### src/hw/rtl/lru_rca_pkg.sv
`default_nettype none

package lru_rca_pkg;

    // Pool and field sizes.
    localparam int POOL_SIZE   = 10;
    localparam int GUEST_COUNT = 34;
    localparam int SLOT_W      = $clog2(POOL_SIZE + 1);
    localparam int GUEST_W     = 6;
    localparam int NODE_W      = 8;
    localparam int HOST_W      = 5;
    localparam int KIND_W      = 3;
    localparam int REQ_W       = 3;
    localparam int CNT_W       = 2;
    localparam int CFG_W       = 4;

    // Request types.
    localparam logic [REQ_W-1:0] REQ_BEGIN   = 3'd0;
    localparam logic [REQ_W-1:0] REQ_READ    = 3'd1;
    localparam logic [REQ_W-1:0] REQ_WRITE   = 3'd2;
    localparam logic [REQ_W-1:0] REQ_MODIFY  = 3'd3;
    localparam logic [REQ_W-1:0] REQ_SCRATCH = 3'd4;
    localparam logic [REQ_W-1:0] REQ_FLUSH   = 3'd5;

    // Result kinds.
    localparam logic [KIND_W-1:0] K_ASSIGNED  = 3'd0;
    localparam logic [KIND_W-1:0] K_NOREG     = 3'd1;
    localparam logic [KIND_W-1:0] K_PRELOAD   = 3'd2;
    localparam logic [KIND_W-1:0] K_LOAD      = 3'd3;
    localparam logic [KIND_W-1:0] K_WRITEBACK = 3'd4;
    localparam logic [KIND_W-1:0] K_DONE      = 3'd5;

    // Source of the at_node field of a result.
    localparam logic [1:0] AT_NODE = 2'd0;
    localparam logic [1:0] AT_CAP  = 2'd1;
    localparam logic [1:0] AT_FILL = 2'd2;

    // Source of the guest_num field of a result.
    localparam logic [1:0] GSEL_REQ   = 2'd0;
    localparam logic [1:0] GSEL_OWNER = 2'd1;
    localparam logic [1:0] GSEL_ZERO  = 2'd2;

    // Source of the current slot pointer.
    localparam logic [1:0] CUR_HIT  = 2'd0;
    localparam logic [1:0] CUR_LRU  = 2'd1;
    localparam logic [1:0] CUR_SCAN = 2'd2;
    localparam logic [1:0] CUR_ZERO = 2'd3;

    // Commands from the controller to the datapath.
    typedef struct packed {
        logic              latch;
        logic              clear_all;
        logic              flush_clear;
        logic              set_cur;
        logic [1:0]        cur_sel;
        logic              cur_inc;
        logic              scan_reset;
        logic              rank_inc;
        logic              got_inc;
        logic              evict_cur;
        logic              fill_cur;
        logic              count_preload;
        logic              touch_cur;
        logic              mark_used;
        logic              emit;
        logic [KIND_W-1:0] emit_kind;
        logic [1:0]        at_sel;
        logic [1:0]        guest_sel;
        logic              host_cur;
        logic              last;
    } cmd_t;

    // Status from the datapath to the controller.
    typedef struct packed {
        logic [REQ_W-1:0] req_type;
        logic             bad_guest;
        logic             hit;
        logic             cur_fd;
        logic             scan_fd;
        logic             scan_masked;
        logic             scan_end;
        logic             got_done;
        logic             walk_end;
        logic             emit_ok;
    } status_t;

endpackage

`default_nettype wire

### src/hw/rtl/lru_rca_dp.sv
`default_nettype none

module lru_rca_dp
(
    input  wire logic                            clk,
    input  wire logic                            rst_n,
    input  wire logic                            cfg_we,
    input  wire logic [lru_rca_pkg::CFG_W-1:0]   cfg_wdata,
    input  wire logic [lru_rca_pkg::REQ_W-1:0]   in_req_type,
    input  wire logic [lru_rca_pkg::GUEST_W-1:0] in_guest,
    input  wire logic [lru_rca_pkg::NODE_W-1:0]  in_node,
    input  wire logic [lru_rca_pkg::CNT_W-1:0]   in_cnt,
    input  wire logic [lru_rca_pkg::POOL_SIZE-1:0] in_mask,
    input  wire lru_rca_pkg::cmd_t               cmd,
    output lru_rca_pkg::status_t                 status,
    input  wire logic                            out_ready,
    output logic                                 out_valid,
    output logic [lru_rca_pkg::KIND_W-1:0]       out_kind,
    output logic [lru_rca_pkg::NODE_W-1:0]       out_at,
    output logic [lru_rca_pkg::GUEST_W-1:0]      out_guest,
    output logic [lru_rca_pkg::HOST_W-1:0]       out_host,
    output logic                                 out_last
);

    localparam int P      = lru_rca_pkg::POOL_SIZE;
    localparam int SW     = lru_rca_pkg::SLOT_W;
    localparam int HOST_W = lru_rca_pkg::HOST_W;

    // Latched request.
    logic [lru_rca_pkg::REQ_W-1:0]   req_type_reg;
    logic [lru_rca_pkg::GUEST_W-1:0] req_guest_reg;
    logic [lru_rca_pkg::NODE_W-1:0]  req_node_reg;
    logic [lru_rca_pkg::CNT_W-1:0]   req_cnt_reg;
    logic [P-1:0]                    req_mask_reg;

    // Per-slot state.
    logic [lru_rca_pkg::GUEST_W-1:0] owner_reg [P];
    logic [P-1:0]                    full_reg;
    logic [P-1:0]                    dirty_reg;
    logic [P-1:0]                    used_reg;
    logic [P-1:0]                    lw_reg;
    logic [lru_rca_pkg::NODE_W-1:0]  last_node_reg [P];
    logic [SW-1:0]                   rank_reg [P];
    logic [SW-1:0]                   preload_cnt_reg;

    // Walk pointers and configuration.
    logic [SW-1:0]                   cur_reg;
    logic [SW-1:0]                   scan_rank_reg;
    logic [lru_rca_pkg::CNT_W-1:0]   got_reg;
    logic [lru_rca_pkg::CFG_W-1:0]   first_host_reg;

    // Output register.
    logic                            out_valid_reg;
    logic [lru_rca_pkg::KIND_W-1:0]  out_kind_reg;
    logic [lru_rca_pkg::NODE_W-1:0]  out_at_reg;
    logic [lru_rca_pkg::GUEST_W-1:0] out_guest_reg;
    logic [lru_rca_pkg::HOST_W-1:0]  out_host_reg;
    logic                            out_last_reg;

    logic [SW-1:0]                   hit_slot;
    logic                            hit_any;
    logic [SW-1:0]                   lru_slot;
    logic [SW-1:0]                   scan_slot;
    logic                            cur_valid;
    logic [SW-1:0]                   cur_rank;
    logic [lru_rca_pkg::NODE_W:0]    cap_sum;
    logic [lru_rca_pkg::NODE_W-1:0]  cap_at;
    logic                            preload_ok;
    logic                            emit_ok;
    logic                            is_read;
    logic [SW-1:0]                   cur_next;
    logic [lru_rca_pkg::KIND_W-1:0]  kind_next;
    logic [lru_rca_pkg::NODE_W-1:0]  at_next;
    logic [lru_rca_pkg::GUEST_W-1:0] guest_next;
    logic [lru_rca_pkg::HOST_W-1:0]  host_next;

    // Parallel slot lookups: owner match, least recent slot and slot at the scan rank.
    always_comb
    begin
        hit_slot  = '0;
        hit_any   = 1'b0;
        lru_slot  = '0;
        scan_slot = '0;
        for (int s = 0; s < P; s++)
        begin
            if (full_reg[s] && owner_reg[s] == req_guest_reg)
            begin
                hit_slot = SW'(s);
                hit_any  = 1'b1;
            end
            if (rank_reg[s] == '0)
            begin
                lru_slot = SW'(s);
            end
            if (rank_reg[s] == scan_rank_reg)
            begin
                scan_slot = SW'(s);
            end
        end
    end

    // Current slot fields and the capped writeback node.
    always_comb
    begin
        cur_valid  = cur_reg < SW'(P);
        cur_rank   = cur_valid ? rank_reg[cur_reg] : '0;
        cap_sum    = cur_valid ? ({1'b0, last_node_reg[cur_reg]} + {8'd0, lw_reg[cur_reg]})
                               : '0;
        cap_at     = (cap_sum > {1'b0, req_node_reg}) ? req_node_reg : cap_sum[7:0];
        preload_ok = cur_valid && !used_reg[cur_reg] && (preload_cnt_reg < SW'(P));
        emit_ok    = !out_valid_reg || out_ready;
        is_read    = req_type_reg == lru_rca_pkg::REQ_READ;
    end

    // Status towards the controller.
    always_comb
    begin
        status.req_type    = req_type_reg;
        status.bad_guest   = (req_guest_reg == '0)
                             || (32'(req_guest_reg) >= 32'(lru_rca_pkg::GUEST_COUNT));
        status.hit         = hit_any;
        status.cur_fd      = cur_valid && full_reg[cur_reg] && dirty_reg[cur_reg];
        status.scan_fd     = full_reg[scan_slot] && dirty_reg[scan_slot];
        status.scan_masked = req_mask_reg[scan_slot];
        status.scan_end    = scan_rank_reg == SW'(P);
        status.got_done    = got_reg == req_cnt_reg;
        status.walk_end    = cur_reg == SW'(P);
        status.emit_ok     = emit_ok;
    end

    // Next slot pointer.
    always_comb
    begin
        cur_next = cur_reg;
        if (cmd.set_cur)
        begin
            case (cmd.cur_sel)
                lru_rca_pkg::CUR_HIT:  cur_next = hit_slot;
                lru_rca_pkg::CUR_LRU:  cur_next = lru_slot;
                lru_rca_pkg::CUR_SCAN: cur_next = scan_slot;
                default:               cur_next = '0;
            endcase
        end
        else if (cmd.cur_inc)
        begin
            cur_next = cur_reg + 1'b1;
        end
    end

    // Result field selection.
    always_comb
    begin
        kind_next = cmd.emit_kind;
        at_next   = req_node_reg;
        case (cmd.at_sel)
            lru_rca_pkg::AT_CAP:  at_next = cap_at;
            lru_rca_pkg::AT_FILL:
            begin
                kind_next = preload_ok ? lru_rca_pkg::K_PRELOAD : lru_rca_pkg::K_LOAD;
                at_next   = preload_ok ? '0 : req_node_reg;
            end
            default:              at_next = req_node_reg;
        endcase
        case (cmd.guest_sel)
            lru_rca_pkg::GSEL_REQ:   guest_next = req_guest_reg;
            lru_rca_pkg::GSEL_OWNER: guest_next = cur_valid ? owner_reg[cur_reg] : '0;
            default:                 guest_next = '0;
        endcase
        host_next = cmd.host_cur ? (HOST_W'(first_host_reg) + HOST_W'(cur_reg)) : '0;
    end

    // Request latch; payload only.
    always_ff @(posedge clk)
    begin
        if (cmd.latch)
        begin
            req_type_reg  <= in_req_type;
            req_guest_reg <= in_guest;
            req_node_reg  <= in_node;
            req_cnt_reg   <= in_cnt;
            req_mask_reg  <= in_mask;
        end
    end

    // Configuration register.
    always_ff @(posedge clk or negedge rst_n)
    begin
        if (!rst_n)
        begin
            first_host_reg <= 4'd3;
        end
        else if (cfg_we)
        begin
            first_host_reg <= cfg_wdata;
        end
    end

    // Pointers and counters.
    always_ff @(posedge clk or negedge rst_n)
    begin
        if (!rst_n)
        begin
            cur_reg       <= '0;
            scan_rank_reg <= '0;
            got_reg       <= '0;
        end
        else
        begin
            cur_reg <= cur_next;
            if (cmd.scan_reset)
            begin
                scan_rank_reg <= '0;
                got_reg       <= '0;
            end
            else
            begin
                if (cmd.rank_inc)
                begin
                    scan_rank_reg <= scan_rank_reg + 1'b1;
                end
                if (cmd.got_inc)
                begin
                    got_reg <= got_reg + 1'b1;
                end
            end
        end
    end

    // Slot state updates.
    always_ff @(posedge clk or negedge rst_n)
    begin
        if (!rst_n)
        begin
            full_reg        <= '0;
            dirty_reg       <= '0;
            used_reg        <= '0;
            lw_reg          <= '0;
            preload_cnt_reg <= '0;
            for (int s = 0; s < P; s++)
            begin
                owner_reg[s]     <= '0;
                last_node_reg[s] <= '0;
                rank_reg[s]      <= SW'(s);
            end
        end
        else if (cmd.clear_all)
        begin
            full_reg        <= '0;
            dirty_reg       <= '0;
            used_reg        <= '0;
            lw_reg          <= '0;
            preload_cnt_reg <= '0;
            for (int s = 0; s < P; s++)
            begin
                last_node_reg[s] <= '0;
                rank_reg[s]      <= SW'(s);
            end
        end
        else if (cmd.flush_clear)
        begin
            full_reg  <= '0;
            dirty_reg <= '0;
            lw_reg    <= '0;
            for (int s = 0; s < P; s++)
            begin
                last_node_reg[s] <= req_node_reg;
            end
        end
        else
        begin
            if (cmd.fill_cur && cmd.count_preload && preload_ok)
            begin
                preload_cnt_reg <= preload_cnt_reg + 1'b1;
            end
            for (int s = 0; s < P; s++)
            begin
                if (SW'(s) == cur_reg)
                begin
                    if (cmd.evict_cur)
                    begin
                        full_reg[s]  <= 1'b0;
                        dirty_reg[s] <= 1'b0;
                    end
                    if (cmd.fill_cur)
                    begin
                        owner_reg[s] <= req_guest_reg;
                        full_reg[s]  <= 1'b1;
                        used_reg[s]  <= 1'b1;
                    end
                    if (cmd.mark_used)
                    begin
                        used_reg[s] <= 1'b1;
                    end
                    if (cmd.touch_cur)
                    begin
                        last_node_reg[s] <= req_node_reg;
                        lw_reg[s]        <= !is_read;
                        if (!is_read)
                        begin
                            dirty_reg[s] <= 1'b1;
                        end
                    end
                end
                // The touched slot becomes most recent; those above it move down.
                if (cmd.touch_cur)
                begin
                    if (rank_reg[s] == cur_rank)
                    begin
                        rank_reg[s] <= SW'(P - 1);
                    end
                    else if (rank_reg[s] > cur_rank)
                    begin
                        rank_reg[s] <= rank_reg[s] - 1'b1;
                    end
                end
            end
        end
    end

    // Output register: a result waits here while the next is prepared.
    always_ff @(posedge clk or negedge rst_n)
    begin
        if (!rst_n)
        begin
            out_valid_reg <= 1'b0;
        end
        else if (cmd.emit)
        begin
            out_valid_reg <= 1'b1;
        end
        else if (out_ready)
        begin
            out_valid_reg <= 1'b0;
        end
    end

    always_ff @(posedge clk)
    begin
        if (cmd.emit)
        begin
            out_kind_reg  <= kind_next;
            out_at_reg    <= at_next;
            out_guest_reg <= guest_next;
            out_host_reg  <= host_next;
            out_last_reg  <= cmd.last;
        end
    end

    assign out_valid = out_valid_reg;
    assign out_kind  = out_kind_reg;
    assign out_at    = out_at_reg;
    assign out_guest = out_guest_reg;
    assign out_host  = out_host_reg;
    assign out_last  = out_last_reg;

endmodule

`default_nettype wire

### src/hw/rtl/lru_rca_ctrl.sv
`default_nettype none

module lru_rca_ctrl
(
    input  wire logic                  clk,
    input  wire logic                  rst_n,
    input  wire logic                  in_valid,
    output logic                       in_ready,
    input  wire lru_rca_pkg::status_t  status,
    output lru_rca_pkg::cmd_t          cmd
);

    localparam logic [3:0] ST_IDLE      = 4'd0;
    localparam logic [3:0] ST_DECODE    = 4'd1;
    localparam logic [3:0] ST_RW_EVICT  = 4'd2;
    localparam logic [3:0] ST_RW_FILL   = 4'd3;
    localparam logic [3:0] ST_RW_ASSIGN = 4'd4;
    localparam logic [3:0] ST_SC_SCAN   = 4'd5;
    localparam logic [3:0] ST_SC_WB     = 4'd6;
    localparam logic [3:0] ST_SC_ASSIGN = 4'd7;
    localparam logic [3:0] ST_FL_WALK   = 4'd8;
    localparam logic [3:0] ST_DONE      = 4'd9;

    logic [3:0] state_reg;
    logic [3:0] state_next;
    logic       is_rw;

    assign is_rw = status.req_type == lru_rca_pkg::REQ_READ
                   || status.req_type == lru_rca_pkg::REQ_WRITE
                   || status.req_type == lru_rca_pkg::REQ_MODIFY;

    always_ff @(posedge clk or negedge rst_n)
    begin
        if (!rst_n)
        begin
            state_reg <= ST_IDLE;
        end
        else
        begin
            state_reg <= state_next;
        end
    end

    // Sequencing of each request; a result is issued only when the output register is free.
    always_comb
    begin
        state_next    = state_reg;
        cmd           = '0;
        cmd.emit_kind = lru_rca_pkg::K_DONE;
        cmd.at_sel    = lru_rca_pkg::AT_NODE;
        cmd.guest_sel = lru_rca_pkg::GSEL_ZERO;
        cmd.cur_sel   = lru_rca_pkg::CUR_ZERO;
        in_ready      = 1'b0;
        case (state_reg)
            ST_IDLE:
            begin
                in_ready  = 1'b1;
                cmd.latch = in_valid;
                if (in_valid)
                begin
                    state_next = ST_DECODE;
                end
            end
            ST_DECODE:
            begin
                if (is_rw)
                begin
                    if (status.bad_guest)
                    begin
                        cmd.emit_kind = lru_rca_pkg::K_NOREG;
                        cmd.guest_sel = lru_rca_pkg::GSEL_REQ;
                        cmd.last      = 1'b1;
                        if (status.emit_ok)
                        begin
                            cmd.emit   = 1'b1;
                            state_next = ST_IDLE;
                        end
                    end
                    else if (status.hit)
                    begin
                        cmd.set_cur = 1'b1;
                        cmd.cur_sel = lru_rca_pkg::CUR_HIT;
                        state_next  = ST_RW_ASSIGN;
                    end
                    else
                    begin
                        cmd.set_cur = 1'b1;
                        cmd.cur_sel = lru_rca_pkg::CUR_LRU;
                        state_next  = ST_RW_EVICT;
                    end
                end
                else if (status.req_type == lru_rca_pkg::REQ_BEGIN)
                begin
                    cmd.clear_all = 1'b1;
                    state_next    = ST_DONE;
                end
                else if (status.req_type == lru_rca_pkg::REQ_SCRATCH)
                begin
                    cmd.scan_reset = 1'b1;
                    state_next     = ST_SC_SCAN;
                end
                else if (status.req_type == lru_rca_pkg::REQ_FLUSH)
                begin
                    cmd.set_cur = 1'b1;
                    state_next  = ST_FL_WALK;
                end
                else
                begin
                    state_next = ST_DONE;
                end
            end
            ST_RW_EVICT:
            begin
                cmd.emit_kind = lru_rca_pkg::K_WRITEBACK;
                cmd.at_sel    = lru_rca_pkg::AT_CAP;
                cmd.guest_sel = lru_rca_pkg::GSEL_OWNER;
                cmd.host_cur  = 1'b1;
                if (!status.cur_fd || status.emit_ok)
                begin
                    cmd.emit      = status.cur_fd;
                    cmd.evict_cur = 1'b1;
                    state_next    = ST_RW_FILL;
                end
            end
            ST_RW_FILL:
            begin
                cmd.at_sel        = lru_rca_pkg::AT_FILL;
                cmd.guest_sel     = lru_rca_pkg::GSEL_REQ;
                cmd.host_cur      = 1'b1;
                cmd.count_preload = 1'b1;
                if (status.req_type == lru_rca_pkg::REQ_WRITE)
                begin
                    cmd.count_preload = 1'b0;
                    cmd.fill_cur      = 1'b1;
                    state_next        = ST_RW_ASSIGN;
                end
                else if (status.emit_ok)
                begin
                    cmd.emit     = 1'b1;
                    cmd.fill_cur = 1'b1;
                    state_next   = ST_RW_ASSIGN;
                end
            end
            ST_RW_ASSIGN:
            begin
                cmd.emit_kind = lru_rca_pkg::K_ASSIGNED;
                cmd.guest_sel = lru_rca_pkg::GSEL_REQ;
                cmd.host_cur  = 1'b1;
                cmd.last      = 1'b1;
                if (status.emit_ok)
                begin
                    cmd.emit      = 1'b1;
                    cmd.touch_cur = 1'b1;
                    state_next    = ST_IDLE;
                end
            end
            ST_SC_SCAN:
            begin
                if (status.scan_end || status.got_done)
                begin
                    state_next = ST_DONE;
                end
                else if (status.scan_masked)
                begin
                    cmd.rank_inc = 1'b1;
                end
                else
                begin
                    cmd.set_cur = 1'b1;
                    cmd.cur_sel = lru_rca_pkg::CUR_SCAN;
                    state_next  = status.scan_fd ? ST_SC_WB : ST_SC_ASSIGN;
                end
            end
            ST_SC_WB:
            begin
                cmd.emit_kind = lru_rca_pkg::K_WRITEBACK;
                cmd.at_sel    = lru_rca_pkg::AT_CAP;
                cmd.guest_sel = lru_rca_pkg::GSEL_OWNER;
                cmd.host_cur  = 1'b1;
                if (status.emit_ok)
                begin
                    cmd.emit      = 1'b1;
                    cmd.evict_cur = 1'b1;
                    state_next    = ST_SC_ASSIGN;
                end
            end
            ST_SC_ASSIGN:
            begin
                cmd.emit_kind = lru_rca_pkg::K_ASSIGNED;
                cmd.host_cur  = 1'b1;
                if (status.emit_ok)
                begin
                    cmd.emit      = 1'b1;
                    cmd.evict_cur = 1'b1;
                    cmd.mark_used = 1'b1;
                    cmd.got_inc   = 1'b1;
                    cmd.rank_inc  = 1'b1;
                    state_next    = ST_SC_SCAN;
                end
            end
            ST_FL_WALK:
            begin
                cmd.emit_kind = lru_rca_pkg::K_WRITEBACK;
                cmd.guest_sel = lru_rca_pkg::GSEL_OWNER;
                cmd.host_cur  = 1'b1;
                if (status.walk_end)
                begin
                    cmd.flush_clear = 1'b1;
                    state_next      = ST_DONE;
                end
                else if (!status.cur_fd)
                begin
                    cmd.cur_inc = 1'b1;
                end
                else if (status.emit_ok)
                begin
                    cmd.emit    = 1'b1;
                    cmd.cur_inc = 1'b1;
                end
            end
            ST_DONE:
            begin
                cmd.last = 1'b1;
                if (status.emit_ok)
                begin
                    cmd.emit   = 1'b1;
                    state_next = ST_IDLE;
                end
            end
            default:
            begin
                state_next = ST_IDLE;
            end
        endcase
    end

endmodule

`default_nettype wire

### src/hw/rtl/lru_register_cache_allocator.sv
`default_nettype none

// Write-back LRU allocator of ten host registers for guest registers. One request
// is handled at a time: s_tready is high only while the block is idle. A read, write
// or modify request gets no register for a bad guest, hits, or misses and takes
// the least recent slot, writing it back first if dirty; flush walks all ten slots
// one per cycle while the output register can take each writeback, issuing each
// writeback in the cycle of its slot; a scratch request passes over barred slots
// and hands out slots, with a writeback for each dirty one it hands out. Each
// result waits in a single output register, so m_tready holding a result back
// stalls the request. Write first_host_reg only while idle.
module lru_register_cache_allocator
(
    input  wire logic        clk,
    input  wire logic        rst_n,
    input  wire logic        cfg_we,
    input  wire logic [3:0]  cfg_wdata,  // first_host_reg
    input  wire logic        s_tvalid,
    output logic             s_tready,
    input  wire logic [31:0] s_tdata,    // guest_reg[5:0], node_index[13:6],
                                         // scratch_count[15:14], exclude_mask[25:16]
    input  wire logic [2:0]  s_tuser,    // req_type
    output logic             m_tvalid,
    input  wire logic        m_tready,
    output logic [23:0]      m_tdata,    // at_node[7:0], guest_num[13:8], host_reg[18:14]
    output logic [2:0]       m_tuser,    // kind
    output logic             m_tlast     // last_item
);

    lru_rca_pkg::cmd_t    cmd;
    lru_rca_pkg::status_t status;
    logic [7:0]           out_at;
    logic [5:0]           out_guest;
    logic [4:0]           out_host;

    lru_rca_ctrl u_ctrl
    (
        .clk      (clk),
        .rst_n    (rst_n),
        .in_valid (s_tvalid),
        .in_ready (s_tready),
        .status   (status),
        .cmd      (cmd)
    );

    lru_rca_dp u_dp
    (
        .clk         (clk),
        .rst_n       (rst_n),
        .cfg_we      (cfg_we),
        .cfg_wdata   (cfg_wdata),
        .in_req_type (s_tuser),
        .in_guest    (s_tdata[5:0]),
        .in_node     (s_tdata[13:6]),
        .in_cnt      (s_tdata[15:14]),
        .in_mask     (s_tdata[25:16]),
        .cmd         (cmd),
        .status      (status),
        .out_ready   (m_tready),
        .out_valid   (m_tvalid),
        .out_kind    (m_tuser),
        .out_at      (out_at),
        .out_guest   (out_guest),
        .out_host    (out_host),
        .out_last    (m_tlast)
    );

    // Pack the result fields, lowest first.
    assign m_tdata = {5'd0, out_host, out_guest, out_at};

endmodule

`default_nettype wire
### config.mk
export PLATFORM = sky130hd
export DESIGN_NAME = lru_register_cache_allocator
export DESIGN_NICKNAME = d
export VERILOG_FILES = /design/src/hw/rtl/lru_rca_pkg.sv /design/src/hw/rtl/lru_rca_dp.sv /design/src/hw/rtl/lru_rca_ctrl.sv /design/src/hw/rtl/lru_register_cache_allocator.sv
export SDC_FILE = /design/constraint.sdc
export NUM_CORES = 1
export LEC_CHECK = 0
export ABC_CLOCK_PERIOD_IN_PS = 4700
export BUFFER_PORTS_ARGS = -buffer_cell sky130_fd_sc_hd__buf_2
export CAP_MARGIN = 30
export CELL_PAD_IN_SITES_DETAIL_PLACEMENT = 1
export CELL_PAD_IN_SITES_GLOBAL_PLACEMENT = 1
export CORE_MARGIN = 1
export CORE_UTILIZATION = 45
export DETAILED_ROUTE_END_ITERATION = 10
export GPL_TIMING_DRIVEN = 0
export PLACE_DENSITY = 0.88
export SYNTH_ARGS = -nofsm -noshare
export SYNTH_HDL_FRONTEND = slang
export SYNTH_SLANG_ARGS = --single-unit
export TNS_END_PERCENT = 20
### constraint.sdc
create_clock -name clk -period 4.7 [get_ports clk]
set_input_delay 0.94 -clock clk [delete_from_list [all_inputs] [get_ports clk]]
set_output_delay 0.94 -clock clk [all_outputs]
set_load 0.005 [all_outputs]
==> summary.md <==
| Metric | Value |
|---|---|
| Synth warn | 0 |
| CP endpoint kind | register |
| I/O Buffers | 62 |
| CTS tree | done |
| Commonest cells in the netlist | 226 x dfrtp_1, 198 x nand2_1, 159 x o21ai_0 |
| Reg2Reg Depth | 21 |
| Synth area leader | dfrtp_1 |
| Vias | 14.5k |
| Max reg flops | 80 |
| Crit start category | register |
| Max VDD drop | 0.000311 V |
| DIE AREA | 38500 um2 |
| Placer congestion estimate | 0.944 |
| Remaining antenna violation count | 0 |
| Cells after synthesis | 1642 |
| Total CTS buffers | 35 |
| Final Hold Fails | 0 |
| Die width | 196 um |
| Fin crit period | 4580 ps |
| Initial DRC Count | 1436 |
| Max-slew violations | 0 |
| Total Negative Setup Slacks | 0 ps |
| Ant diodes | 0 |
| Tcrit/Tclk final | 0.974 |
| Initial core utilization | 0.460 |
| Clock Tree Buf Depth | 3 |
| Fraction of layout cells with a size suffix above 1 | 0.185 |
| Worst-Skew Late Latency | 570 ps |
| Post-synth EDFFs | 52 |
| CP Data Arrival Time | 5010 ps |
| Synth area leaders | dfrtp_1 33%, edfxtp_1 9.2%, ha_1 5.5% |
| Largest net degree at the start of global routing | 112 |
| Placed Area | 18100 um2 |
| Vias per cell | 6.36 |
| First-pass GRT wire length | 92100 um |
| Status | complete, no violations |
| Rel. slew slack | 0.269 |
| Standard-cell rows | 70 |
| Dpl hpwl | 41400 um |
| Vias in the first global route | 15.6k |
| Worst R2R Setup Slack | 120 ps |
| Root buffer cell | clkbuf_16 |
| Sequential area share after synthesis | 0.452 |
| Mean post-synth cell area | 10.3 um2 |
| Post-Synthesis Cell Area | 17000 um2 |
| Maxcap violations | 0 |
| CP Class | register to register |
| Hold_ws | 294 ps |
| Antenna violations before repair | 0 |
| Post-DR wirelength/cell | 25.8 um |
| CTS clk-pin slew, worst paths | 60 ps |
| Core Region | 36900 um2 |
| Tightest Hold Check Type | input pin to async pin |
| Htree depth | 2 |
| Worst Setup SP | u_dp.cur_reg[0] |
| All-Layer GR Usage | 0.315 |
| Io pins | 74 |
| Most used flip-flop cell after synthesis | dfrtp_1 |
| Post-synth top area share | 0.333 |
| Worst r2r dst | u_dp.out_at[0] |
| Final setup vio count | 0 |
| Slew @ Worst Pin | 1090 ps |
| FFs w/ async S/R, synth | 0.824 |
| Number of clock sinks | 295 |
| Hold_buf cts | 0 |
| Yosys reg bits | 295 |
| Area Growth Syn to Fin | 14.8% |
| Router iterations before antenna repair | 5 |
| Cell with the most instances after synthesis | dfrtp_1 |
| Pwr dens | 734 nW/um2 |
| Total grt overflow | 0 |
| Power Total | 14300 uW |
| Static Leakage | 0.00845 uW |
| Final instance area | 19500 um2 |
| Fin nets | 1880 |
| Post-Route Skew | 28.7 ps |
| Required @ worst endpoint | 5130 ps |
| Max Fanout on Critical Path | 7 |
| Worst setup path endpoint | u_dp.out_at[0] |
| Fillers | 3982 |
| Routed WL | 59100 um |
| Count of cell types in the netlist | 79 |
| F_max | 218 MHz |
| Reg2reg start | u_dp.cur_reg[0] |
| Die height | 196 um |
| Drt drc | 0 |
metrics by stage:
| step | utilization | setup WS [ps] | instances |
|---|---|---|---|
| 5_1_grt | 0.528 | -7.05 | 2287 |
| 2_1_floorplan | - | 18.1 | 1646 |
| 3_5_place_dp | 0.490 | -1700 | 2219 |
| 4_1_cts | 0.527 | 15.8 | 2287 |
| 6_report | 0.528 | 123 | 2287 |
| 3_3_place_gp | 0.487 | -1870 | 2212 |
where the power goes:
group	total [uW]	internal [uW]	switching [uW]	leakage, uW
sequential	4400	3590	810	0.00361
clock	2780	1640	1140	0.000558
combinational	7110	2930	4170	0.00428
timing repair:
action / CTS / global route
setup endpoints to repair: 48 / 16
gates resized for setup: 57 / 16
pin swaps: 2 / 3
buffers inserted: 9 / 1
layout by cell type (no fill, tap or decap), types with 14 or more instances in the layout:
master       n
a21oi_1     68
a22o_1      14
a31oi_1     15
buf_2       65
buf_4       23
clkbuf_1    55
clkbuf_16   36
dfrtp_1    223
dfstp_2     17
edfxtp_1    52
ha_1        74
inv_1       45
mux2_2      80
mux2i_1     30
mux4_2      40
nand2_1    198
nand2b_1    16
nand3_1     46
nand4_1     32
nor2_1      92
nor2b_1     20
nor3_1      28
nor4_1      17
o21a_1      18
o21ai_0    159
xnor2_1     71
xor2_1      40
worst max-delay path: stages, from the launching register on:
cell and delay [ps]:
dfrtp_2 450, buf_12 150, buf_16 130, buf_12 130
buf_12 130, mux4_2 440, a221oi_2 270, nor2_1 80
ha_2 200, ha_1 270, and2_1 170, ha_1 310
nor2b_1 130, o21a_1 160, o21a_1 170, o211ai_1 160
a21boi_1 100, o31ai_2 240, o21a_1 250, and2_4 170
buf_4 140, a32o_2 190
cell type report:
cell class	count	area, um2	area share
inverter	49	185	0.00951
clock buffer	54	1050	0.0539
timing repair buffer	79	512	0.0263
sequential	295	7670	0.394
clock inverter	6	93.8	0.00482
buffer	83	539	0.0277
tap	504	631	0.0324
multi-input combinational	1217	8790	0.452
routing by layer:
layer	track usage	vias to the layer above	wire, um
met1	0.397	7455	23600
met4	0.159	0	2740
met2	0.511	699	27900
met5	0	-	0
li1	-	6191	-
met3	0.0686	198	4850
kinds of logic (layout without fill, tap and decap cells):
logic type	after synthesis	after routing	synth area share
fa+ha+maj	76	76	0.0565
flops	295	295	0.452
compound gates	367	367	0.132
buf+inv	134	271	0.0342
other cells	1	5	0.000221
mux	151	151	0.125
simple gates	506	506	0.143
xor+xnor	112	112	0.0583
how the worst min path moves through the flow:
stage                   startpoint                 endpoint  slack (ps)  cells past startpoint
global route                 rst_n  u_dp.preload_cnt_reg[0]         340                      1
CTS                          rst_n  u_dp.preload_cnt_reg[0]         320                      1
floorplan           u_dp.lw_reg[7]           u_dp.lw_reg[7]         430                      2
detailed placement  u_dp.lw_reg[2]           u_dp.lw_reg[2]         470                      2
global placement    u_dp.lw_reg[2]           u_dp.lw_reg[2]         450                      2
finish                       rst_n    u_dp.scan_rank_reg[2]         290                      1
Power figures use the tool's default switching activity.
